===== src/rtl/assert_macros.svh =====
// Assertion helpers, clocked on rising edge, disabled while reset is low.
`ifndef ASSERT_MACROS_SVH
`define ASSERT_MACROS_SVH

// same-cycle implication
`define ASSERT_IMPLIES(label, clk_sig, rstn_sig, ante, cons) \
  label: assert property (@(posedge clk_sig) disable iff (!rstn_sig) (ante) |-> (cons)) \
    else $error("same-cycle implication violated");

// next-cycle implication
`define ASSERT_NEXT(label, clk_sig, rstn_sig, ante, cons) \
  label: assert property (@(posedge clk_sig) disable iff (!rstn_sig) (ante) |=> (cons)) \
    else $error("next-cycle implication violated");

`endif


===== src/rtl/ctbc_pkg.sv =====
package ctbc_pkg;

  localparam int COORD_BITS_DEF = 12;
  localparam int CNT_W          = 24;
  localparam int CENT_W         = 12;
  localparam int FRAME_W        = 12;
  localparam int V_W            = 8;
  localparam int CFG_IDX_W      = 2;
  localparam int CFG_DATA_W     = 12;
  localparam int MIN_MATCHES    = 5;
  localparam int PAIR_PIXELS    = 2;
  localparam int QUEUE_DEPTH    = 4;

  // register indexes
  localparam logic [CFG_IDX_W-1:0] REG_V_MIN        = 2'd0;
  localparam logic [CFG_IDX_W-1:0] REG_V_MAX        = 2'd1;
  localparam logic [CFG_IDX_W-1:0] REG_FRAME_WIDTH  = 2'd2;
  localparam logic [CFG_IDX_W-1:0] REG_FRAME_HEIGHT = 2'd3;

  localparam logic [V_W-1:0]     V_MIN_RST        = 8'd0;
  localparam logic [V_W-1:0]     V_MAX_RST        = 8'd255;
  localparam logic [FRAME_W-1:0] FRAME_WIDTH_RST  = 12'd1280;
  localparam logic [FRAME_W-1:0] FRAME_HEIGHT_RST = 12'd720;

  // result kinds
  localparam logic KIND_PIXEL    = 1'b0;
  localparam logic KIND_CENTROID = 1'b1;

  typedef struct packed {
    logic [V_W-1:0] v_sample;
    logic           frame_end;
  } in_t;

  typedef struct packed {
    logic              kind;
    logic [V_W-1:0]    v_out;
    logic [CENT_W-1:0] centroid_x;
    logic [CENT_W-1:0] centroid_y;
    logic              last;
  } out_t;

  // one queued pixel result
  typedef struct packed {
    logic [V_W-1:0] v_out;
    logic           frame_end;
  } q_entry_t;

endpackage


===== src/rtl/chroma_threshold_blob_centroid_top.sv =====
// Channel  Direction  Handshake             Payload
// in       input      in_valid / in_ready   ctbc_pkg::in_t  (v_sample, frame_end)
// out      output     out_valid / out_ready ctbc_pkg::out_t (kind, v_out, centroid, last)
// cfg      input      cfg_we, no wait       cfg_index selects register, cfg_data
//
// Pixel requests stream at one per cycle: front classifies and accumulates,
// a 4-entry queue feeds the back, which registers each result.
// A frame end adds a centroid result once the back has run its two
// restoring dividers (one quotient bit per cycle); pixels keep
// queuing meanwhile, and input stalls when the queue fills or a second
// frame end arrives before the first centroid is handed off.
// Reset (rst_n low, synchronous) clears control state; no clearing pass.
`include "assert_macros.svh"

module chroma_threshold_blob_centroid_top #(
  parameter int COORD_BITS = ctbc_pkg::COORD_BITS_DEF
) (
  input  logic                            clk,
  input  logic                            rst_n,
  input  logic                            cfg_we,
  input  logic [ctbc_pkg::CFG_IDX_W-1:0]  cfg_index,
  input  logic [ctbc_pkg::CFG_DATA_W-1:0] cfg_data,
  input  logic                            in_valid,
  output logic                            in_ready,
  input  ctbc_pkg::in_t                   in_data,
  output logic                            out_valid,
  input  logic                            out_ready,
  output ctbc_pkg::out_t                  out_data
);

  localparam int SUM_W = COORD_BITS + ctbc_pkg::CNT_W;

  logic                 push, pop, q_full, q_empty;
  ctbc_pkg::q_entry_t   push_entry, pop_entry;

  // frame snapshot handed from front to back
  logic                          snap_busy, snap_release;
  logic [SUM_W-1:0]              snap_sum_x, snap_sum_y;
  logic [ctbc_pkg::CNT_W-1:0]    snap_count;
  logic [ctbc_pkg::CENT_W-1:0]   snap_cx_def, snap_cy_def;

  // assertion terms
  logic                          end_accept, centroid_out;

  ctbc_front #(.COORD_BITS(COORD_BITS)) u_front (
    .clk          (clk),
    .rst_n        (rst_n),
    .cfg_we       (cfg_we),
    .cfg_index    (cfg_index),
    .cfg_data     (cfg_data),
    .in_valid     (in_valid),
    .in_ready     (in_ready),
    .in_data      (in_data),
    .push         (push),
    .push_entry   (push_entry),
    .q_full       (q_full),
    .snap_release (snap_release),
    .snap_busy    (snap_busy),
    .snap_sum_x   (snap_sum_x),
    .snap_sum_y   (snap_sum_y),
    .snap_count   (snap_count),
    .snap_cx_def  (snap_cx_def),
    .snap_cy_def  (snap_cy_def)
  );

  ctbc_fifo u_fifo (
    .clk       (clk),
    .rst_n     (rst_n),
    .push      (push),
    .push_data (push_entry),
    .full      (q_full),
    .pop       (pop),
    .pop_data  (pop_entry),
    .empty     (q_empty)
  );

  ctbc_back #(.COORD_BITS(COORD_BITS)) u_back (
    .clk          (clk),
    .rst_n        (rst_n),
    .q_empty      (q_empty),
    .q_entry      (pop_entry),
    .pop          (pop),
    .snap_sum_x   (snap_sum_x),
    .snap_sum_y   (snap_sum_y),
    .snap_count   (snap_count),
    .snap_cx_def  (snap_cx_def),
    .snap_cy_def  (snap_cy_def),
    .snap_release (snap_release),
    .out_valid    (out_valid),
    .out_ready    (out_ready),
    .out_data     (out_data)
  );

  assign end_accept   = in_valid && in_ready && in_data.frame_end;
  assign centroid_out = out_valid && (out_data.kind == ctbc_pkg::KIND_CENTROID);

  // accepted frame end holds the snapshot
  `ASSERT_NEXT(a_end_holds_snap, clk, rst_n, end_accept, snap_busy)
  // only a held snapshot is released
  `ASSERT_IMPLIES(a_release_busy, clk, rst_n, snap_release, snap_busy)
  // back never drains an empty queue
  `ASSERT_IMPLIES(a_pop_nonempty, clk, rst_n, pop, !q_empty)
  // a centroid result always closes its request
  `ASSERT_IMPLIES(a_centroid_last, clk, rst_n, centroid_out, out_data.last)

endmodule


===== src/rtl/ctbc_fifo.sv =====
module ctbc_fifo (
  input  logic                clk,
  input  logic                rst_n,
  input  logic                push,
  input  ctbc_pkg::q_entry_t  push_data,
  output logic                full,
  input  logic                pop,
  output ctbc_pkg::q_entry_t  pop_data,
  output logic                empty
);

  localparam int DEPTH = ctbc_pkg::QUEUE_DEPTH;
  localparam int PTR_W = (DEPTH > 1) ? $clog2(DEPTH) : 1;
  localparam int CNT_W = $clog2(DEPTH + 1);

  ctbc_pkg::q_entry_t mem_r [DEPTH];
  logic [PTR_W-1:0]   wr_ptr_r;
  logic [PTR_W-1:0]   rd_ptr_r;
  logic [CNT_W-1:0]   fill_r;

  assign full     = (fill_r == CNT_W'(DEPTH));
  assign empty    = (fill_r == '0);
  assign pop_data = mem_r[rd_ptr_r];

  always_ff @(posedge clk) begin
    if (!rst_n) begin
      wr_ptr_r <= '0;
      rd_ptr_r <= '0;
      fill_r   <= '0;
    end else begin
      if (push) begin
        wr_ptr_r <= (wr_ptr_r == PTR_W'(DEPTH - 1)) ? '0 : wr_ptr_r + 1'b1;
      end
      if (pop) begin
        rd_ptr_r <= (rd_ptr_r == PTR_W'(DEPTH - 1)) ? '0 : rd_ptr_r + 1'b1;
      end
      if (push && !pop) begin
        fill_r <= fill_r + 1'b1;
      end else if (pop && !push) begin
        fill_r <= fill_r - 1'b1;
      end
    end
  end

  always_ff @(posedge clk) begin
    if (push) begin
      mem_r[wr_ptr_r] <= push_data;
    end
  end

endmodule


===== src/rtl/ctbc_front.sv =====
module ctbc_front #(
  parameter int COORD_BITS = ctbc_pkg::COORD_BITS_DEF
) (
  input  logic                                  clk,
  input  logic                                  rst_n,
  input  logic                                  cfg_we,
  input  logic [ctbc_pkg::CFG_IDX_W-1:0]        cfg_index,
  input  logic [ctbc_pkg::CFG_DATA_W-1:0]       cfg_data,
  input  logic                                  in_valid,
  output logic                                  in_ready,
  input  ctbc_pkg::in_t                         in_data,
  output logic                                  push,
  output ctbc_pkg::q_entry_t                    push_entry,
  input  logic                                  q_full,
  input  logic                                  snap_release,
  output logic                                  snap_busy,
  output logic [COORD_BITS+ctbc_pkg::CNT_W-1:0] snap_sum_x,
  output logic [COORD_BITS+ctbc_pkg::CNT_W-1:0] snap_sum_y,
  output logic [ctbc_pkg::CNT_W-1:0]            snap_count,
  output logic [ctbc_pkg::CENT_W-1:0]           snap_cx_def,
  output logic [ctbc_pkg::CENT_W-1:0]           snap_cy_def
);

  localparam int CNT_W   = ctbc_pkg::CNT_W;
  localparam int SUM_W   = COORD_BITS + CNT_W;
  localparam int FRAME_W = ctbc_pkg::FRAME_W;
  localparam int CENT_W  = ctbc_pkg::CENT_W;
  localparam int CMP_W   = ((COORD_BITS > FRAME_W) ? COORD_BITS : FRAME_W) + 1;

  logic [ctbc_pkg::V_W-1:0] v_min_r, v_max_r;
  logic [FRAME_W-1:0]       frame_width_r, frame_height_r;

  logic [COORD_BITS-1:0] column_pos_r, row_pos_r;
  logic [SUM_W-1:0]      sum_x_r, sum_y_r;
  logic [CNT_W-1:0]      count_r;
  logic                  snap_busy_r;

  logic                  match, add, wrap, accept;
  logic [COORD_BITS-1:0] col_odd;
  logic [SUM_W-1:0]      sum_x_upd, sum_y_upd;
  logic [CNT_W-1:0]      count_upd;

  // config registers
  always_ff @(posedge clk) begin
    if (!rst_n) begin
      v_min_r        <= ctbc_pkg::V_MIN_RST;
      v_max_r        <= ctbc_pkg::V_MAX_RST;
      frame_width_r  <= ctbc_pkg::FRAME_WIDTH_RST;
      frame_height_r <= ctbc_pkg::FRAME_HEIGHT_RST;
    end else if (cfg_we) begin
      case (cfg_index)
        ctbc_pkg::REG_V_MIN:        v_min_r        <= cfg_data[ctbc_pkg::V_W-1:0];
        ctbc_pkg::REG_V_MAX:        v_max_r        <= cfg_data[ctbc_pkg::V_W-1:0];
        ctbc_pkg::REG_FRAME_WIDTH:  frame_width_r  <= cfg_data[FRAME_W-1:0];
        ctbc_pkg::REG_FRAME_HEIGHT: frame_height_r <= cfg_data[FRAME_W-1:0];
        default: ;
      endcase
    end
  end

  assign match     = (in_data.v_sample >= v_min_r) && (in_data.v_sample <= v_max_r);
  assign add       = match && (count_r != {CNT_W{1'b1}});   // count saturates
  assign col_odd   = column_pos_r + 1'b1;
  assign sum_x_upd = sum_x_r + (add ? SUM_W'(col_odd) : '0);
  assign sum_y_upd = sum_y_r + (add ? SUM_W'(row_pos_r) : '0);
  assign count_upd = count_r + CNT_W'(add);
  assign wrap      = (CMP_W'(column_pos_r) + CMP_W'(ctbc_pkg::PAIR_PIXELS))
                     >= CMP_W'(frame_width_r);

  // a frame end waits while the previous frame's snapshot is still in use
  assign in_ready = !q_full && !(in_data.frame_end && snap_busy_r);
  assign accept   = in_valid && in_ready;

  assign push                 = accept;
  assign push_entry.v_out     = match ? '0 : in_data.v_sample;
  assign push_entry.frame_end = in_data.frame_end;
  assign snap_busy            = snap_busy_r;

  always_ff @(posedge clk) begin
    if (!rst_n) begin
      column_pos_r <= '0;
      row_pos_r    <= '0;
      sum_x_r      <= '0;
      sum_y_r      <= '0;
      count_r      <= '0;
      snap_busy_r  <= 1'b0;
    end else begin
      if (snap_release) begin
        snap_busy_r <= 1'b0;
      end
      if (accept) begin
        if (in_data.frame_end) begin
          column_pos_r <= '0;
          row_pos_r    <= '0;
          sum_x_r      <= '0;
          sum_y_r      <= '0;
          count_r      <= '0;
          snap_busy_r  <= 1'b1;
        end else begin
          sum_x_r <= sum_x_upd;
          sum_y_r <= sum_y_upd;
          count_r <= count_upd;
          if (wrap) begin
            column_pos_r <= '0;
            row_pos_r    <= row_pos_r + 1'b1;
          end else begin
            column_pos_r <= column_pos_r + COORD_BITS'(ctbc_pkg::PAIR_PIXELS);
          end
        end
      end
    end
  end

  // frame snapshot, stable while busy
  always_ff @(posedge clk) begin
    if (accept && in_data.frame_end) begin
      snap_sum_x  <= sum_x_upd;
      snap_sum_y  <= sum_y_upd;
      snap_count  <= count_upd;
      snap_cx_def <= CENT_W'(frame_width_r >> 1);
      snap_cy_def <= CENT_W'(frame_height_r >> 1);
    end
  end

endmodule


===== src/rtl/ctbc_back.sv =====
module ctbc_back #(
  parameter int COORD_BITS = ctbc_pkg::COORD_BITS_DEF
) (
  input  logic                                  clk,
  input  logic                                  rst_n,
  input  logic                                  q_empty,
  input  ctbc_pkg::q_entry_t                    q_entry,
  output logic                                  pop,
  input  logic [COORD_BITS+ctbc_pkg::CNT_W-1:0] snap_sum_x,
  input  logic [COORD_BITS+ctbc_pkg::CNT_W-1:0] snap_sum_y,
  input  logic [ctbc_pkg::CNT_W-1:0]            snap_count,
  input  logic [ctbc_pkg::CENT_W-1:0]           snap_cx_def,
  input  logic [ctbc_pkg::CENT_W-1:0]           snap_cy_def,
  output logic                                  snap_release,
  output logic                                  out_valid,
  input  logic                                  out_ready,
  output ctbc_pkg::out_t                        out_data
);

  localparam int CNT_W  = ctbc_pkg::CNT_W;
  localparam int SUM_W  = COORD_BITS + CNT_W;
  localparam int CW     = ctbc_pkg::CENT_W;
  localparam int STEP_W = $clog2(COORD_BITS);

  localparam logic [1:0] ST_PIX = 2'd0;
  localparam logic [1:0] ST_DIV = 2'd1;
  localparam logic [1:0] ST_CEN = 2'd2;

  logic [1:0]        state_r;
  logic [STEP_W-1:0] step_r;
  logic              out_valid_r;
  ctbc_pkg::out_t    out_r;

  // restoring dividers: remainder and dividend/quotient shift words
  logic [CNT_W-1:0]      rem_x_r, rem_y_r, rem_x_nxt, rem_y_nxt;
  logic [COORD_BITS-1:0] quo_x_r, quo_y_r, quo_x_nxt, quo_y_nxt;
  logic [CNT_W:0]        tx, ty, dvs;
  logic                  gex, gey, out_free, use_def;

  assign dvs = {1'b0, snap_count};
  assign tx  = {rem_x_r, quo_x_r[COORD_BITS-1]};
  assign ty  = {rem_y_r, quo_y_r[COORD_BITS-1]};
  assign gex = (tx >= dvs);
  assign gey = (ty >= dvs);
  assign rem_x_nxt = gex ? CNT_W'(tx - dvs) : tx[CNT_W-1:0];
  assign rem_y_nxt = gey ? CNT_W'(ty - dvs) : ty[CNT_W-1:0];
  assign quo_x_nxt = {quo_x_r[COORD_BITS-2:0], gex};
  assign quo_y_nxt = {quo_y_r[COORD_BITS-2:0], gey};

  assign use_def      = (snap_count <= CNT_W'(ctbc_pkg::MIN_MATCHES));
  assign out_free     = !out_valid_r || out_ready;
  assign pop          = (state_r == ST_PIX) && !q_empty && out_free;
  assign snap_release = (state_r == ST_CEN) && out_free;
  assign out_valid    = out_valid_r;
  assign out_data     = out_r;

  always_ff @(posedge clk) begin
    if (!rst_n) begin
      state_r     <= ST_PIX;
      step_r      <= '0;
      out_valid_r <= 1'b0;
    end else begin
      if (out_valid_r && out_ready) begin
        out_valid_r <= 1'b0;
      end
      case (state_r)
        ST_PIX: begin
          if (pop) begin
            out_valid_r <= 1'b1;
            if (q_entry.frame_end) begin
              state_r <= ST_DIV;
              step_r  <= '0;
            end
          end
        end
        ST_DIV: begin
          step_r <= step_r + 1'b1;
          if (step_r == STEP_W'(COORD_BITS - 1)) begin
            state_r <= ST_CEN;
          end
        end
        ST_CEN: begin
          if (out_free) begin
            out_valid_r <= 1'b1;
            state_r     <= ST_PIX;
          end
        end
        default: state_r <= ST_PIX;
      endcase
    end
  end

  always_ff @(posedge clk) begin
    case (state_r)
      ST_PIX: begin
        if (pop) begin
          out_r.kind       <= ctbc_pkg::KIND_PIXEL;
          out_r.v_out      <= q_entry.v_out;
          out_r.centroid_x <= '0;
          out_r.centroid_y <= '0;
          out_r.last       <= !q_entry.frame_end;
          // quotient fits COORD_BITS, so the top of the sum is below the count
          rem_x_r <= snap_sum_x[SUM_W-1:COORD_BITS];
          rem_y_r <= snap_sum_y[SUM_W-1:COORD_BITS];
          quo_x_r <= snap_sum_x[COORD_BITS-1:0];
          quo_y_r <= snap_sum_y[COORD_BITS-1:0];
        end
      end
      ST_DIV: begin
        rem_x_r <= rem_x_nxt;
        rem_y_r <= rem_y_nxt;
        quo_x_r <= quo_x_nxt;
        quo_y_r <= quo_y_nxt;
      end
      ST_CEN: begin
        if (out_free) begin
          out_r.kind       <= ctbc_pkg::KIND_CENTROID;
          out_r.v_out      <= '0;
          out_r.centroid_x <= use_def ? snap_cx_def : CW'(quo_x_r);
          out_r.centroid_y <= use_def ? snap_cy_def : CW'(quo_y_r);
          out_r.last       <= 1'b1;
        end
      end
      default: ;
    endcase
  end

endmodule


===== config.mk =====
export PLATFORM = sky130hd
export DESIGN_NAME = chroma_threshold_blob_centroid_top
export DESIGN_NICKNAME = d
export VERILOG_FILES = /design/src/rtl/ctbc_pkg.sv /design/src/rtl/chroma_threshold_blob_centroid_top.sv /design/src/rtl/ctbc_fifo.sv /design/src/rtl/ctbc_front.sv /design/src/rtl/ctbc_back.sv
export VERILOG_INCLUDE_DIRS = /design/src /design/src/rtl
export SDC_FILE = /design/constraint.sdc
export NUM_CORES = 1
export LEC_CHECK = 0
export ABC_AREA = 1
export BUFFER_PORTS_ARGS = -buffer_cell sky130_fd_sc_hd__clkbuf_2
export CAP_MARGIN = 20
export CORE_ASPECT_RATIO = 1.75
export CORE_MARGIN = 2
export CORE_UTILIZATION = 45
export DETAILED_ROUTE_END_ITERATION = 7
export GPL_TIMING_DRIVEN = 0
export HOLD_SLACK_MARGIN = 0.06
export PLACE_DENSITY = 0.64
export SETUP_SLACK_MARGIN = 0.15
export SLEW_MARGIN = 20
export SYNTH_ARGS = -nofsm -noshare
export SYNTH_HDL_FRONTEND = slang
export SYNTH_SLANG_ARGS = --single-unit
export TNS_END_PERCENT = 1

===== constraint.sdc =====
create_clock -name clk -period 11.9 [get_ports clk]
set_clock_uncertainty 0.05 [all_clocks]
set_input_delay 1.785 -clock clk [delete_from_list [all_inputs] [get_ports clk]]
set_output_delay 1.785 -clock clk [all_outputs]
set_load 0.01 [all_outputs]

Word level (Yosys, flattened, before mapping)
Memory sizes are Yosys's and may differ from the RTL's. A register that Yosys moved wholly into a read port is not among the register bits.
Cells that the tools add are included.

storage, ports and cells
  bits in registers = 399
  memory bits (writable) = 36
  input port bits = 28
  logic and storage cells = 149
  memories = 1

operators by class
  add/sub/neg operators = 14
  $lt $le $gt $ge = 6
  eq/ne operators = 14
  muxes and demuxes = 48
  reduce and logical (&&, ||, !) cells = 36

memory list
  name          words  bits a word  rd ports  clocked after memory_dff  wr ports  line             text
  u_fifo.mem_r  4      9            1         1                         1         ctbc_fifo.sv:16  ctbc_pkg::q_entry_t mem_r [DEPTH];

operators with widths
  cell                                                                                count
  12-bit two-way mux                                                                  10
  24-bit two-way mux                                                                  5
  24-bit case mux with 2 select lines                                                 2
  36-bit adder                                                                        2
  36-bit two-way mux                                                                  2
  34-bit two-way mux                                                                  2
  34-bit case mux with 2 select lines                                                 1
  25-bit by 24-bit greater-or-equal comparator with 1-bit output                      2
  12-bit case mux with 2 select lines                                                 2
  24-bit subtractor                                                                   2
  12-bit by 1-bit adder with 12-bit output (second input constant)                    2
  24-bit by 1-bit adder with 24-bit output                                            1
  24-bit by 3-bit less-or-equal comparator with 1-bit output (second input constant)  1
  24-bit inequality test (second input constant)                                      1
  2-bit two-way mux                                                                   8
  12-bit by 2-bit adder with 13-bit output (second input constant)                    1
  13-bit by 12-bit greater-or-equal comparator with 1-bit output                      1
  12-bit by 2-bit adder with 12-bit output (second input constant)                    1
  1-bit logical AND                                                                   12
  2-bit AND reduction                                                                 6
  2-bit equality test (second input constant)                                         5
  8-bit greater-or-equal comparator                                                   1
  8-bit less-or-equal comparator                                                      1
  1-bit two-way mux                                                                   8
  22 further kinds                                                                    39

Logic depth before layout (Yosys ltp)
Gate-level depths: netlist of the first run.

  depth in word-level cells = 8
  mapped depth = 27
  depth with buffers taken out = 26

Cells and area by module
Synthesis of the first run repeated with hierarchy kept, for this count alone.

second synthesis, totals
  cells, all modules = 3452
  area total of the unflattened synthesis = 25758.5 µm²

modules (own cells, without submodules)
  module      times used  cells an instance  area each (µm²)
  ctbc_front  1           1856               14343.8
  ctbc_back   1           1451               9517.9
  ctbc_fifo   1           145                1896.8

Least setup slack after synthesis of the first run
Ideal clock, no wire load.

  path type = input port to flip-flop
  start point = in in_data[0] (netlist bit)
  end point = reg u_front.snap_count[0] (netlist bit) (enable)
  library setup time = 0.597 ns
  data arrival time = 7.376 ns
  path slack = 3.877 ns
  cell stages on the path = 7
  cell sequence = buf_2 nand2_1 o31ai_1 inv_2 nand2_4 buf_2 nor2_1

between the ends
  word-level cells in the longest chain between the ends = 5

RTL lines
  item                  line                                      text
  start, declared       chroma_threshold_blob_centroid_top.sv:25  input ctbc_pkg::in_t in_data,
  1-bit logical AND     ctbc_front.sv:71                          assign in_ready = !q_full && !(in_data.frame_end && snap_busy_r);
  1-bit zero test       ctbc_front.sv:71
  1-bit logical AND     ctbc_front.sv:71
  named net in_ready    chroma_threshold_blob_centroid_top.sv:24  output logic in_ready,
  1-bit logical AND     ctbc_front.sv:72                          assign accept = in_valid && in_ready;
  1-bit logical AND     ctbc_front.sv:116                         if (accept && in_data.frame_end) begin
  end signal, assigned  ctbc_front.sv:119                         snap_count <= count_upd;
  end, declared         ctbc_front.sv:19                          output logic [ctbc_pkg::CNT_W-1:0] snap_count,

The timed path passes the listed nets, and every way through them passes these cells.
A chain may end at the register's enable or synchronous reset.

Worst setup path in the final report of the first run
  start point = in in_data[4] (netlist bit)
  end point = reg u_front.sum_x_r[12]

between the ends
  word-level cells in the longest chain between the ends = 6
  elaborated cells on any way between the ends = 7
  classes of those cells = add/sub: 1; order compare: 2; mux: 2; reduce/logical: 2

RTL lines
  item                                                                                        line               text
  8-bit greater-or-equal comparator / 8-bit less-or-equal comparator (equally long branches)  ctbc_front.sv:61   assign match = (in_data.v_sample >= v_min_r) && (in_data.v_sample <= v_max_r);
  1-bit logical AND (*)                                                                       ctbc_front.sv:61
  1-bit logical AND (*)                                                                       ctbc_front.sv:62   assign add = match && (count_r != {CNT_W{1'b1}});
  12-bit two-way mux (*)                                                                      ctbc_front.sv:64   assign sum_x_upd = sum_x_r + (add ? SUM_W'(col_odd) : '0);
  36-bit adder (*)                                                                            ctbc_front.sv:64
  named net u_front.sum_x_upd[12]                                                             ctbc_front.sv:40   logic [SUM_W-1:0] sum_x_upd, sum_y_upd;
  36-bit two-way mux (*)                                                                      ctbc_front.sv:92   if (in_data.frame_end) begin
  end signal, assigned                                                                        ctbc_front.sv:100  sum_x_r <= sum_x_upd;
  end, declared                                                                               ctbc_front.sv:34   logic [SUM_W-1:0] sum_x_r, sum_y_r;

The timed path passes the listed nets; every way through them passes the cells marked *.

==> results of run 1 <==
==> cell families (layout without fill, tap and decap cells) <==
kind of cell | Yosys count | count (layout)
flops | 435 | 435
buf+inv | 541 | 683
fa+ha+maj | 115 | 115
compound gates | 388 | 388
xor+xnor | 80 | 80
simple gates | 1683 | 1683
==> registers in the layout (all words and copies together), names as in the netlist, 11 cells and up, named ones only <==
register / count
u_front.snap_cy_def: 11
u_front.snap_sum_y: 36
u_back.out_data: 34
u_back.rem_x_r: 24
u_front.frame_height_r: 11
u_front.snap_count: 24
u_front.snap_sum_x: 36
u_front.sum_x_r: 36
u_front.row_pos_r: 12
u_front.frame_width_r: 12
u_front.count_r: 24
u_front.sum_y_r: 36
u_back.quo_y_r: 12
u_front.column_pos_r: 11
u_front.snap_cx_def: 11
u_back.rem_y_r: 24
u_back.quo_x_r: 12
u_fifo.mem_r: 36
==> area by class of cell <==
class,instances,area share (%)
sequential,435,40.77
inverter,444,6.008
tap,696,3.139
clock inverter,21,0.6901
clock buffer,51,3.978
buffer,97,1.714
multi-input combinational,2266,41.92
timing repair buffer,70,1.777
==> through the flow <==
stage	utilization [%]	instance area [um^2]	hold slack, ns
6_report	50.26	27740	0.3743
5_1_grt	50.26	27740	0.3863
4_1_cts	50.26	27740	0.3778
3_5_place_dp	47.91	26450	0.3626
3_3_place_gp	47.54	26240	0.3595
2_1_floorplan	-	25060	0.3530
==> placed cells by master (no fill, tap or decap), types with 4 or more instances in the layout <==
cell type	instances
nand2_1	978
inv_1	429
a21o_1	5
nand2_4	5
nand3b_1	30
buf_6	5
xor2_1	52
nor3_2	6
nand4_1	98
dfxtp_1	175
o21ai_0	112
clkbuf_8	4
buf_2	29
clkbuf_2	63
nor2_4	5
and2_1	23
fa_1	5
nor4_1	4
buf_16	5
xnor2_1	25
nand3_1	200
nor2_2	9
a22oi_1	4
inv_2	12
a21oi_1	226
o211ai_1	11
clkbuf_16	41
clkinv_1	7
buf_1	8
nand2_2	19
edfxtp_1	260
buf_4	7
clkbuf_1	53
nor3_1	37
clkinv_2	9
o21bai_1	12
ha_1	110
nand3_2	4
nor2_1	249
==> worst reg2reg max path, stage by stage, from the launching register on <==
cell and delay (ns):
dfxtp_1 0.31, inv_1 0.05, ha_1 0.28, a21oi_1 0.15, a21boi_0 0.26, nor2_1 0.07, o22ai_1 0.11, nand2_1 0.07
clkinv_1 0.19, nand2_1 0.27, buf_4 0.27, inv_1 0.19, ha_1 0.23, inv_1 0.07, fa_1 0.40, inv_1 0.10
nand3_1 0.07, nand3_1 0.14, nand2_1 0.07, nand2_1 0.14, nand2_1 0.07, nand2_1 0.19, xor2_1 0.27, nand2_1 0.08
a21oi_1 0.11
==> power by group <==
part | switching [W] | total, W | leakage (nW) | internal (W)
clock network | 0.000583 | 0.00131 | 0.638 | 0.000725
registers | 0.000132 | 0.00215 | 3.90 | 0.00202
logic | 0.00167 | 0.00241 | 7.78 | 0.000740
==> worst paths after layout <==
path                                                to                      start  slack, ns  cells after the start
worst max-delay path               u_front.sum_x_r[12]                 in_data[4]       6.63                     24
worst min-delay path            u_front.snap_cy_def[1]  u_front.frame_height_r[2]       0.37                      0
worst max register to register     u_front.sum_x_r[12]         u_front.v_max_r[3]       7.62                     24
worst min register to register  u_front.snap_cy_def[1]  u_front.frame_height_r[2]       0.37                      0
==> per-layer routing <==
metal  routed length [um]  share of wire [%]  vias up
met1                26100                 34     9968
li1                     -                  -    10800
met3                 2643                3.4      235
met2                42170                 55      524
met5                    0                  0        -
met4                 5951                7.7        0
==> PnR_summary.wiki, run 1 <==
{| class="wikitable"
! Metric !! Value
|-
| Number of hold buffers added after CTS || 0
|-
| Max Clock Freq || 189.6 MHz
|-
| Fraction of final layout cells with drive strength greater than 1 || 7.358%
|-
| Warning count from the yosys run || 0
|-
| Cells after synthesis || ~3,200
|-
| Clock tree from TritonCTS || yes
|-
| Initial Util || 45.39%
|-
| Post-synthesis compound-gate area fraction || 8.219%
|-
| Remaining Overflow, GRT || 0
|-
| Met3 usage in global routing || 2.975%
|-
| Setup Buffers After CTS || 0
|-
| Max cap viols || 0
|-
| Final total power || 0.005867 W
|-
| Synth Register Bits || 435
|-
| Relative slew slack || 34.24%
|-
| Maximum fanout encountered on the critical timing path || 10
|-
| Top Usage Layer GRT || met2
|-
| Max incr delay on CP || 0.40 ns
|-
| Critical Path RT || 12.33 ns
|-
| Combined area of the multi-input logic cells || 11,630 um^2
|-
| Syn-to-layout area delta || 10.72%
|-
| Setup slack after layout || around 6.6 ns
|-
| Xor/xnor cell area share of the yosys netlist || 2.886%
|-
| Post-route fraction of the period consumed by the critical path || 44.33%
|-
| Critical path buffer and inverter count || 6
|-
| Chip height || between 300 and 400 um
|-
| Unique cell type count in the Yosys netlist || 55
|-
| Total negative slack || 0 ns
|-
| Die Wd || 182.4 um
|-
| Maximum number of pins on one net before global-route repair || 49
|-
| Path type of the worst setup path || in2reg
|-
| Storage element area || ~11,000 um^2
|-
| Proportion of synthesized chip area in sequential cells || 45.14%
|-
| Detailed-route wire length per cell || around 19 um
|-
| Ports || 64
|-
| Combinational family with the most area after synthesis || simple AND/OR/NAND/NOR gates
|-
| Final count of hold timing violations || 0
|-
| Wire length after detailed routing || 76.86 mm
|-
| Element type at the critical path end || flop
|-
| Buffer levels on the longest clock path || 3
|-
| Biggest area consumer among synthesized cells || edfxtp_1
|-
| Cell types occupying the most area after synthesis || edfxtp_1 31%, nand2_1 15%, dfxtp_1 14%, inv_1 6.4%, ha_1 5.5%
|-
| Data arrival, critical path || between 5 and 6 ns
|-
| First-pass GRT wire length || 117.3 mm
|-
| Syn Std Cell Area || 25,060 um^2
|-
| Final layout net count || 3,497
|-
| Pins Over Slew Limit || 0
|-
| Cell-by-cell listing of the critical path || clkbuf_2 > ha_1 > a21oi_1 > a21boi_0 > nor2_1 > o22ai_1 > nand2_1 > clkinv_1 > nand2_1 > buf_4 > inv_1 > ha_1 > inv_1 > fa_1 > inv_1 > nand3_1 > nand3_1 > nand2_1 > nand2_1 > nand2_1 > nand2_1 > xor2_1 > nand2_1 > a21oi_1
|-
| DRC violation count after routing || 0
|-
| RSZ-0062 raised after global routing || no
|-
| Number of antenna cells inserted || 0
|-
| GR Util All Layers || 26.71%
|-
| Vias in the first global route || 21,410
|-
| Final instance count without filler cells || 4,080
|-
| HP Class || reg2reg
|-
| Min Clock Period, post-route || 5.275 ns
|-
| Place WS || 6.046 ns
|-
| Slowest stage cell on the critical path || fa_1
|-
| Top cell family by delay on the critical path || simple AND/OR/NAND/NOR gates
|-
| 1st-iter DRT viols || 1,287
|-
| Number of setup violations in the final report || 0
|-
| Net count after synthesis || 3,385
|-
| Maximum level of the CTS H-tree || 2
|-
| Outcome || finished, final reports clean
|-
| Mean number of vias per cell || roughly 5.3
|-
| Die area || 57,660 um^2
|-
| Fraction of met1 tracks used by global routing || 24.69%
|-
| Post-synthesis share of cell area spent on full adders, half adders and majority gates || 5.892%
|-
| Vias after detailed routing || 21,530
|-
| Resized cells post-CTS || 0
|-
| Fraction of met2 tracks used by global routing || a little over half
|-
| # rows || approximately 110
|-
| Main flop type after synthesis || edfxtp_1
|-
| Worst vdd ir || 0.0001491 V
|-
| Clock Pin Slew Worst Setup and Hold Paths || approximately 0.07 ns
|-
| Most used cell, CP || nand2_1
|-
| Ys async rst share || 0%
|-
| Number of buffers inserted by port buffering || 63
|-
| Average footprint of a synthesized cell || between 7 and 8 um^2
|-
| Global placement routability congestion || 0.9512
|-
| Worst-margin pin slew || between 0.9 and 1 ns
|-
| Number of placed cells counting well taps || 4,008
|-
| Clock latency at the later pin of the worst-skew pair || 0.57 ns
|-
| Number of antenna violations at the first check in global routing || 0
|-
| Estimated wirelength of the detail-placed design || 61.41 mm
|-
| Startpoint class of the critical path || input port
|-
| Layout filler cell count || 5,390
|-
| Area fraction in and, or, nand and nor cells after synthesis || 29.31%
|-
| Fraction of synthesized area in multiplexers || 0%
|-
| Library cell with the highest instance count after synthesis || nand2_1
|-
| Clock Sinks || 435
|-
| CTS Buf Count || 40
|-
| PwrDens || 211.5 nW/um^2
|-
| Post-synth EDFFs || 260
|-
| Residual antenna-violating net count after detailed routing || 0
|-
| First-pass iteration count of the detailed router || 5
|-
| Static leakage || 12.31 nW
|-
| Core area || ~55,000 um^2
|-
| Clock root buffer master || clkbuf_16
|-
| Post-synth top area share || 31.16%
|-
| Ranking of synthesized cells by instance count || 979 x nand2_1, 429 x inv_1, 260 x edfxtp_1
|}
(Power assumes the default switching activity.)
==> run 2: changes to the inputs <==
ABC_AREA = 0   (was 1)
PLACE_DENSITY = 0.66   (was 0.64)
clock period = 4.4 ns   (was 11.9 ns; I/O delays follow)
==> run 2 against run 1 <==
The run now ends with negative setup slack left. Sequential cell count unchanged. Clock power rose to 2.9 times the previous value. Global-route usage down 0.072 points. Cell count down 23%. Critical path type is now reg2reg. Largest power group is now sequential cells.
==> PnR_summary.wiki, run 2 <==
{| class="wikitable"
! Metric !! Value
|-
| Outcome || finished with violations
|-
| Violated checks || negative setup slack
|-
| Die Wd || about 170 um
|-
| First-pass GRT wire length || 105.4 mm
|-
| Remaining Overflow, GRT || 0
|-
| Clock Sinks || 435
|-
| Critical Path RT || just under 5 ns
|-
| Relative slew slack || a little over a quarter
|-
| Post-route fraction of the period consumed by the critical path || 104.8%
|-
| Cell types occupying the most area after synthesis || edfxtp_1 34%, dfxtp_1 15%, ha_1 6.1%, nand2_1 4.6%, a21oi_1 3.8%
|-
| HP Class || in2reg
|-
| Buffer levels on the longest clock path || 3
|-
| Ranking of synthesized cells by instance count || 278 x nand2_1, 260 x edfxtp_1, 203 x nor2_1
|-
| RSZ-0062 raised after global routing || yes
|-
| Fraction of final layout cells with drive strength greater than 1 || 14.75%
|-
| First element of the critical path || u_front.v_min_r[0]
|-
| Max cap viols || 0
|-
| CTS Buf Count || 39
|-
| Maximum number of pins on one net before global-route repair || 51
|-
| Pins Over Slew Limit || 0
|-
| Element type at the critical path end || flop
|-
| Post-place instance area || roughly 24,000 um^2
|-
| Initial Util || a little under half
|-
| Ys async rst share || 0%
|-
| Maximum level of the CTS H-tree || 2
|-
| Data arrival, critical path || 5.04 ns
|-
| Syn-to-layout area delta || 16.88%
|-
| Launch instance of the worst min-delay path || in_data[0]
|-
| Most common cell after layout, fill and taps aside || nand2_1
|-
| Main flop type after synthesis || edfxtp_1
|-
| Biggest area consumer among synthesized cells || edfxtp_1
|-
| Non-Filler Cell Area, Final || between 20,000 and 30,000 um^2
|-
| Clock Pin Slew Worst Setup and Hold Paths || 0.07 ns
|-
| Warning count from the yosys run || 0
|-
| PwrDens || 563.0 nW/um^2
|-
| Worst-case register-to-register setup slack || -0.21 ns
|-
| Launching point of the worst reg2reg path || u_front.v_min_r[0]
|-
| First-pass iteration count of the detailed router || 6
|-
| Max incr delay on CP || 0.39 ns
|-
| Average footprint of a synthesized cell || 9.944 um^2
|-
| Max Clock Freq || 217.0 MHz
|-
| Vias after detailed routing || 18,070
|-
| Maximum fanout encountered on the critical timing path || 6
|-
| Number of setup violations in the final report || 60
|-
| Estimated wirelength of the detail-placed design || 53.72 mm
|-
| Clock latency at the later pin of the worst-skew pair || about 0.56 ns
|-
| Number of buffers inserted by port buffering || 63
|-
| Library cell with the highest instance count after synthesis || nand2_1
|-
| Clock tree from TritonCTS || yes
|-
| Die area || 52,420 um^2
|-
| Top cell family by delay on the critical path || compound AO/OA/AOI/OAI gates
|-
| GR Util All Layers || 26.63%
|-
| Ports || 64
|-
| Worst-margin pin slew || 1.102 ns
|-
| Detailed-route wire length per cell || 22.62 um
|-
| Post-synth EDFFs || 260
|-
| Layout filler cell count || 4,497
|-
| Vias in the first global route || ~18,000
|-
| Worst vdd ir || 0.0005475 V
|-
| Syn Std Cell Area || 22,740 um^2
|-
| Static leakage || ~10 nW
|-
| Total negative slack || -5.633 ns
|-
| # rows || 109
|-
| Slowest stage cell on the critical path || or3_1
|-
| Final count of hold timing violations || 0
|-
| Mean number of vias per cell || a little under 6
|-
| Chip height || approximately 300 um
|-
| Number of antenna violations at the first check in global routing || 0
|-
| Post-synth top area share || 34.33%
|-
| Residual antenna-violating net count after detailed routing || 0
|-
| Hold Slack || 0.3148 ns
|-
| Min Clock Period, post-route || 4.609 ns
|-
| Cell-by-cell listing of the critical path || ha_4 > nand2b_4 > a21o_1 > a21o_1 > a21o_1 > a21o_1 > a21o_1 > a211oi_4 > nor3_4 > buf_12 > clkbuf_16 > and2_4 > ha_4 > nor2b_4 > o21a_1 > o21ai_2 > a211oi_2 > buf_4 > o211ai_4 > nor2_4 > nand3_2 > or3_1 > a21oi_1
|-
| Proportion of synthesized chip area in sequential cells || 49.73%
|-
| Net count after synthesis || ~2,400
|-
| Cells after synthesis || around 2,300
|-
| Synth Register Bits || 435
|-
| Most used cells in the layout excluding fill and tap cells || 270 x nand2_1, 260 x edfxtp_1, 192 x nor2_1
|-
| Wire length after detailed routing || 70.89 mm
|-
| Clock root buffer master || clkbuf_16
|-
| Path type of the worst setup path || reg2reg
|-
| Number of antenna cells inserted || 0
|-
| Critical path buffer and inverter count || 3
|-
| Global placement routability congestion || 0.9525
|-
| Startpoint class of the critical path || flop
|-
| Setup slack after layout || -0.2092 ns
|-
| 1st-iter DRT viols || between 1,000 and 1,500
|-
| Final layout net count || roughly 2,600
|-
| Unique cell type count in the Yosys netlist || between 80 and 90
|-
| Core area || about 50,000 um^2
|-
| DRC violation count after routing || 0
|-
| Most used cell, CP || a21o_1
|}
## run 2: cell types whose count changed in the layout (fill, tap and decap cells not counted), sizes merged, moves of 28 or more
cell	delta
a21o	+36
a21oi	-56
nand3	-136
a22oi	+31
mux2i	+51
nor2b	+33
inv	-356
nand4	-82
and3	+49
xnor2	+58
nor2	-56
nand2	-724
o21ai	+28
## run 2: power by group
part	switching, W	internal, W	total, W	leakage, nW
logic	0.00342	0.00206	0.00548	5.56
registers	0.000393	0.00530	0.00570	3.96
clock network	0.00160	0.00219	0.00379	0.676
## run 2: cell type report
class / count / area, um^2 / share of cell area, %
inverter: 85 / 322.8 / 1.214
timing repair buffer: 109 / 817.0 / 3.074
sequential: 435 / 11310 / 42.56
clock inverter: 30 / 391.6 / 1.473
tap: 666 / 833.3 / 3.135
buffer: 104 / 540.5 / 2.033
multi-input combinational: 1663 / 11330 / 42.64
clock buffer: 42 / 1028 / 3.869
## run 2: cell families (layout without fill, tap and decap cells)
logic type / count (synthesis) / in the layout / share of synthesized area (%)
AND/OR/NAND/NOR: 808 / 808 / 16.87
AO/OA/AOI/OAI: 546 / 546 / 15.01
flip-flops: 435 / 435 / 49.73
buffers and inverters: 189 / 370 / 3.598
XOR/XNOR: 134 / 134 / 5.160
adder cells (fa/ha/maj): 115 / 115 / 6.492
multiplexers: 60 / 60 / 3.136
## run 2: stage by stage
step | utilization (%) | instances | total power [W] | setup slack (ns)
floorplan | - | 2287 | 0.009394 | -0.2059
global placement | 47.80 | 3016 | 0.01097 | -1.520
detailed placement | 48.07 | 3021 | 0.01113 | -1.556
CTS | 52.17 | 3116 | 0.01497 | -0.2037
global route | 52.96 | 3134 | 0.01569 | -0.3400
finish | 52.96 | 3134 | 0.01497 | -0.2092
## run 2: worst paths after layout
kind,end,depth (start not counted)
max,u_front.sum_x_r[30],23
min,u_fifo.mem_r[2][0],1
max reg2reg,u_front.sum_x_r[30],23
min reg2reg,u_front.snap_cy_def[10],0
## run 2: metal layers
layer | up-vias | part of all wire, % | global-route usage, % | wire, um
li1 | 8536 | - | - | -
met1 | 8649 | 32 | 23.89 | 22610
met2 | 576 | 52 | 49.88 | 36870
met3 | 313 | 3.7 | 3.001 | 2626
met4 | 0 | 12 | 27.59 | 8786
met5 | - | 0 | 0 | 0
## run 2: repair_timing
action                                  in CTS  in global routing
setup buffers                               23                 17
endpoints found under the setup margin     143                122
pin swaps                                   44                 59
gates cloned                                 0                  1
gates resized for setup                     98                 63
hold buffers                                 0                  0
==> run 3: changes to the inputs <==
ABC_AREA = 1   (was 0)
CORE_UTILIZATION = 40   (was 45)
PLACE_DENSITY = 0.6   (was 0.66)
==> run 3 against run 2 <==
Largest cell class unchanged. Combinational power increased by 20%. Sequential power increased by 3%. Clock power decreased by 6.3%. Non-clock buffer count decreased by 43. Routed wire length increased by 11%. Global-route usage decreased by 2.2 points. Utilization decreased by 7.9 points. Critical path depth increased by 3. Clock-buffer cell count increased by 8. Critical path type unchanged. The flow now finishes without violations.
==> PnR_summary.wiki, run 3 (synthesis results as in run 1) <==
{| class="wikitable"
! Metric !! Value
|-
| Post-route fraction of the period consumed by the critical path || 88.36%
|-
| Relative slew slack || 32.59%
|-
| Pins Over Slew Limit || 0
|-
| Syn-to-layout area delta || 11.54%
|-
| Layout filler cell count || 6,309
|-
| First-pass iteration count of the detailed router || 5
|-
| Clock Sinks || 435
|-
| Core area || 62,070 um^2
|-
| Clock latency at the later pin of the worst-skew pair || 0.58 ns
|-
| Outcome || finished, final reports clean
|-
| Startpoint class of the critical path || flop
|-
| Max Clock Freq || 257.2 MHz
|-
| Fraction of final layout cells with drive strength greater than 1 || 7.819%
|-
| DRC violation count after routing || 0
|-
| Final instance count without filler cells || ~4,200
|-
| Number of antenna violations at the first check in global routing || 0
|-
| Die Wd || between 150 and 200 um
|-
| Worst vdd ir || 0.0004247 V
|-
| Data arrival, critical path || 4.27 ns
|-
| Critical Path RT || between 4 and 5 ns
|-
| Element type at the critical path end || flop
|-
| GR Util All Layers || 24.46%
|-
| Number of buffers inserted by port buffering || 63
|-
| Maximum level of the CTS H-tree || 2
|-
| Die area || approximately 65,000 um^2
|-
| CTS Buf Count || 40
|-
| Path type of the worst setup path || reg2reg
|-
| Final count of hold timing violations || 0
|-
| Chip height || 335.1 um
|-
| Maximum fanout encountered on the critical timing path || 10
|-
| Number of antenna cells inserted || 0
|-
| HP Class || in2reg
|-
| # rows || 121
|-
| Hold Slack || 0.2953 ns
|-
| 1st-iter DRT viols || about 1,400
|-
| Wire length after detailed routing || 78.42 mm
|-
| Initial Util || 40.37%
|-
| Most used cells in the layout excluding fill and tap cells || 976 x nand2_1, 428 x inv_1, 260 x edfxtp_1
|-
| Maximum number of pins on one net before global-route repair || 39
|-
| Number of hold buffers added after CTS || 0
|-
| Global placement routability congestion || 0.9467
|-
| First-pass GRT wire length || 119.3 mm
|-
| Buffer levels on the longest clock path || 3
|-
| Worst-margin pin slew || 1.011 ns
|-
| Static leakage || 12.34 nW
|-
| Clock tree from TritonCTS || yes
|-
| Min Clock Period, post-route || 3.888 ns
|-
| Number of setup violations in the final report || 0
|-
| Estimated wirelength of the detail-placed design || about 63 mm
|-
| Detailed-route wire length per cell || 18.72 um
|-
| Mean number of vias per cell || approximately 5.1
|-
| Clock Pin Slew Worst Setup and Hold Paths || 0.07 ns
|-
| Most common cell after layout, fill and taps aside || nand2_1
|-
| Vias after detailed routing || ~22,000
|-
| Residual antenna-violating net count after detailed routing || 0
|-
| Clock root buffer master || clkbuf_16
|-
| Vias in the first global route || about 22,000
|-
| RSZ-0062 raised after global routing || no
|-
| PwrDens || 572.0 nW/um^2
|-
| Max cap viols || 0
|-
| Ports || 64
|-
| Final layout net count || 3,500
|-
| Number of placed cells counting well taps || slightly above 4,000
|-
| Remaining Overflow, GRT || 0
|}
==> run 3: changes by cell type in the layout (fill, tap and decap cells not counted), sizes merged, moves of 36 or more <==
cell | before | now
nand2 | 278 | 1002
inv | 87 | 447
nand3 | 70 | 206
nand4 | 17 | 99
xnor2 | 84 | 26
a21oi | 173 | 229
nor2 | 207 | 263
mux2i | 51 | 0
and3 | 51 | 2
a21o | 41 | 5
==> run 3: cell type report <==
cell class              instances  area (um^2)  area share, %
multi-input cells            2266        11670          41.75
flip-flops and latches        435        11310          40.47
inverters                     444         1669          5.972
clock buffers                  50         1100          3.935
well taps                     799        999.7          3.577
repair buffers                 73        528.0          1.889
plain buffers                  97        475.5          1.701
clock inverters                24        197.7         0.7073
==> run 3: what timing repair did <==
action / CTS / global route
setup buffers: 0 / 2
setup endpoints to repair: 25 / 29
gates resized for setup: 3 / 9
==> run 3: power breakdown <==
part	internal [W]	total (W)	switching, W
Clock	0.00192	0.00355	0.00164
Sequential	0.00546	0.00588	0.000414
Combinational	0.00204	0.00656	0.00452
Total	0.00942	0.0160	0.00657
==> run 3: routing by layer <==
| metal | GRT usage (%) | share of wire [%] |
|---|---|---|
| met4 | 18.79 | 8.9 |
| met1 | 22.10 | 33 |
| met5 | 0 | 0 |
| met2 | 48.21 | 55 |
| met3 | 2.414 | 3.4 |
==> run 3: path summary, 6_finish.rpt <==
check	startpoint	end	slack, ns	depth (start not counted)
min reg2reg	u_front.frame_height_r[3]	u_front.snap_cy_def[2]	0.38	0
max	u_front.v_max_r[3]	u_front.sum_y_r[24]	0.51	26
min	cfg_data[10]	u_front.frame_width_r[10]	0.30	3
max reg2reg	u_front.v_max_r[3]	u_front.sum_y_r[24]	0.51	26
==> run 3: critical path: stages (launching register included) <==
cell and delay (ns):
dfxtp_1 0.32, inv_1 0.05, ha_1 0.28, a21oi_1 0.15
a21boi_2 0.19, nor2_1 0.05, o22ai_1 0.10, nand2_1 0.14
inv_4 0.14, nand2_2 0.15, buf_4 0.23, nor2_1 0.10
ha_1 0.19, inv_1 0.06, fa_1 0.39, inv_1 0.13
nand3_1 0.10, nand3_2 0.14, nand2_1 0.07, nand2_1 0.11
nand2_1 0.08, nand2_2 0.16, nand2_1 0.07, nand2_1 0.06
nand2_1 0.07, nand2_1 0.06, a21oi_1 0.06
==> run 3: stage by stage <==
| stage | TNS (ns) | total power, W | cell area (um^2) | setup WS, ns | utilization, % |
|---|---|---|---|---|---|
| after global routing | 0 | 0.01695 | 27950 | 0.1558 | 45.03 |
| after global placement | -142.77 | 0.01216 | 26380 | -0.7341 | 42.50 |
| final | 0 | 0.01599 | 27950 | 0.5121 | 45.03 |
| after floorplan | 0 | 0.01017 | 25060 | 0.8219 | - |
| after detailed placement | -20.56 | 0.01248 | 26600 | -0.5121 | 42.85 |
| after CTS | 0 | 0.01605 | 27900 | 0.2114 | 44.94 |
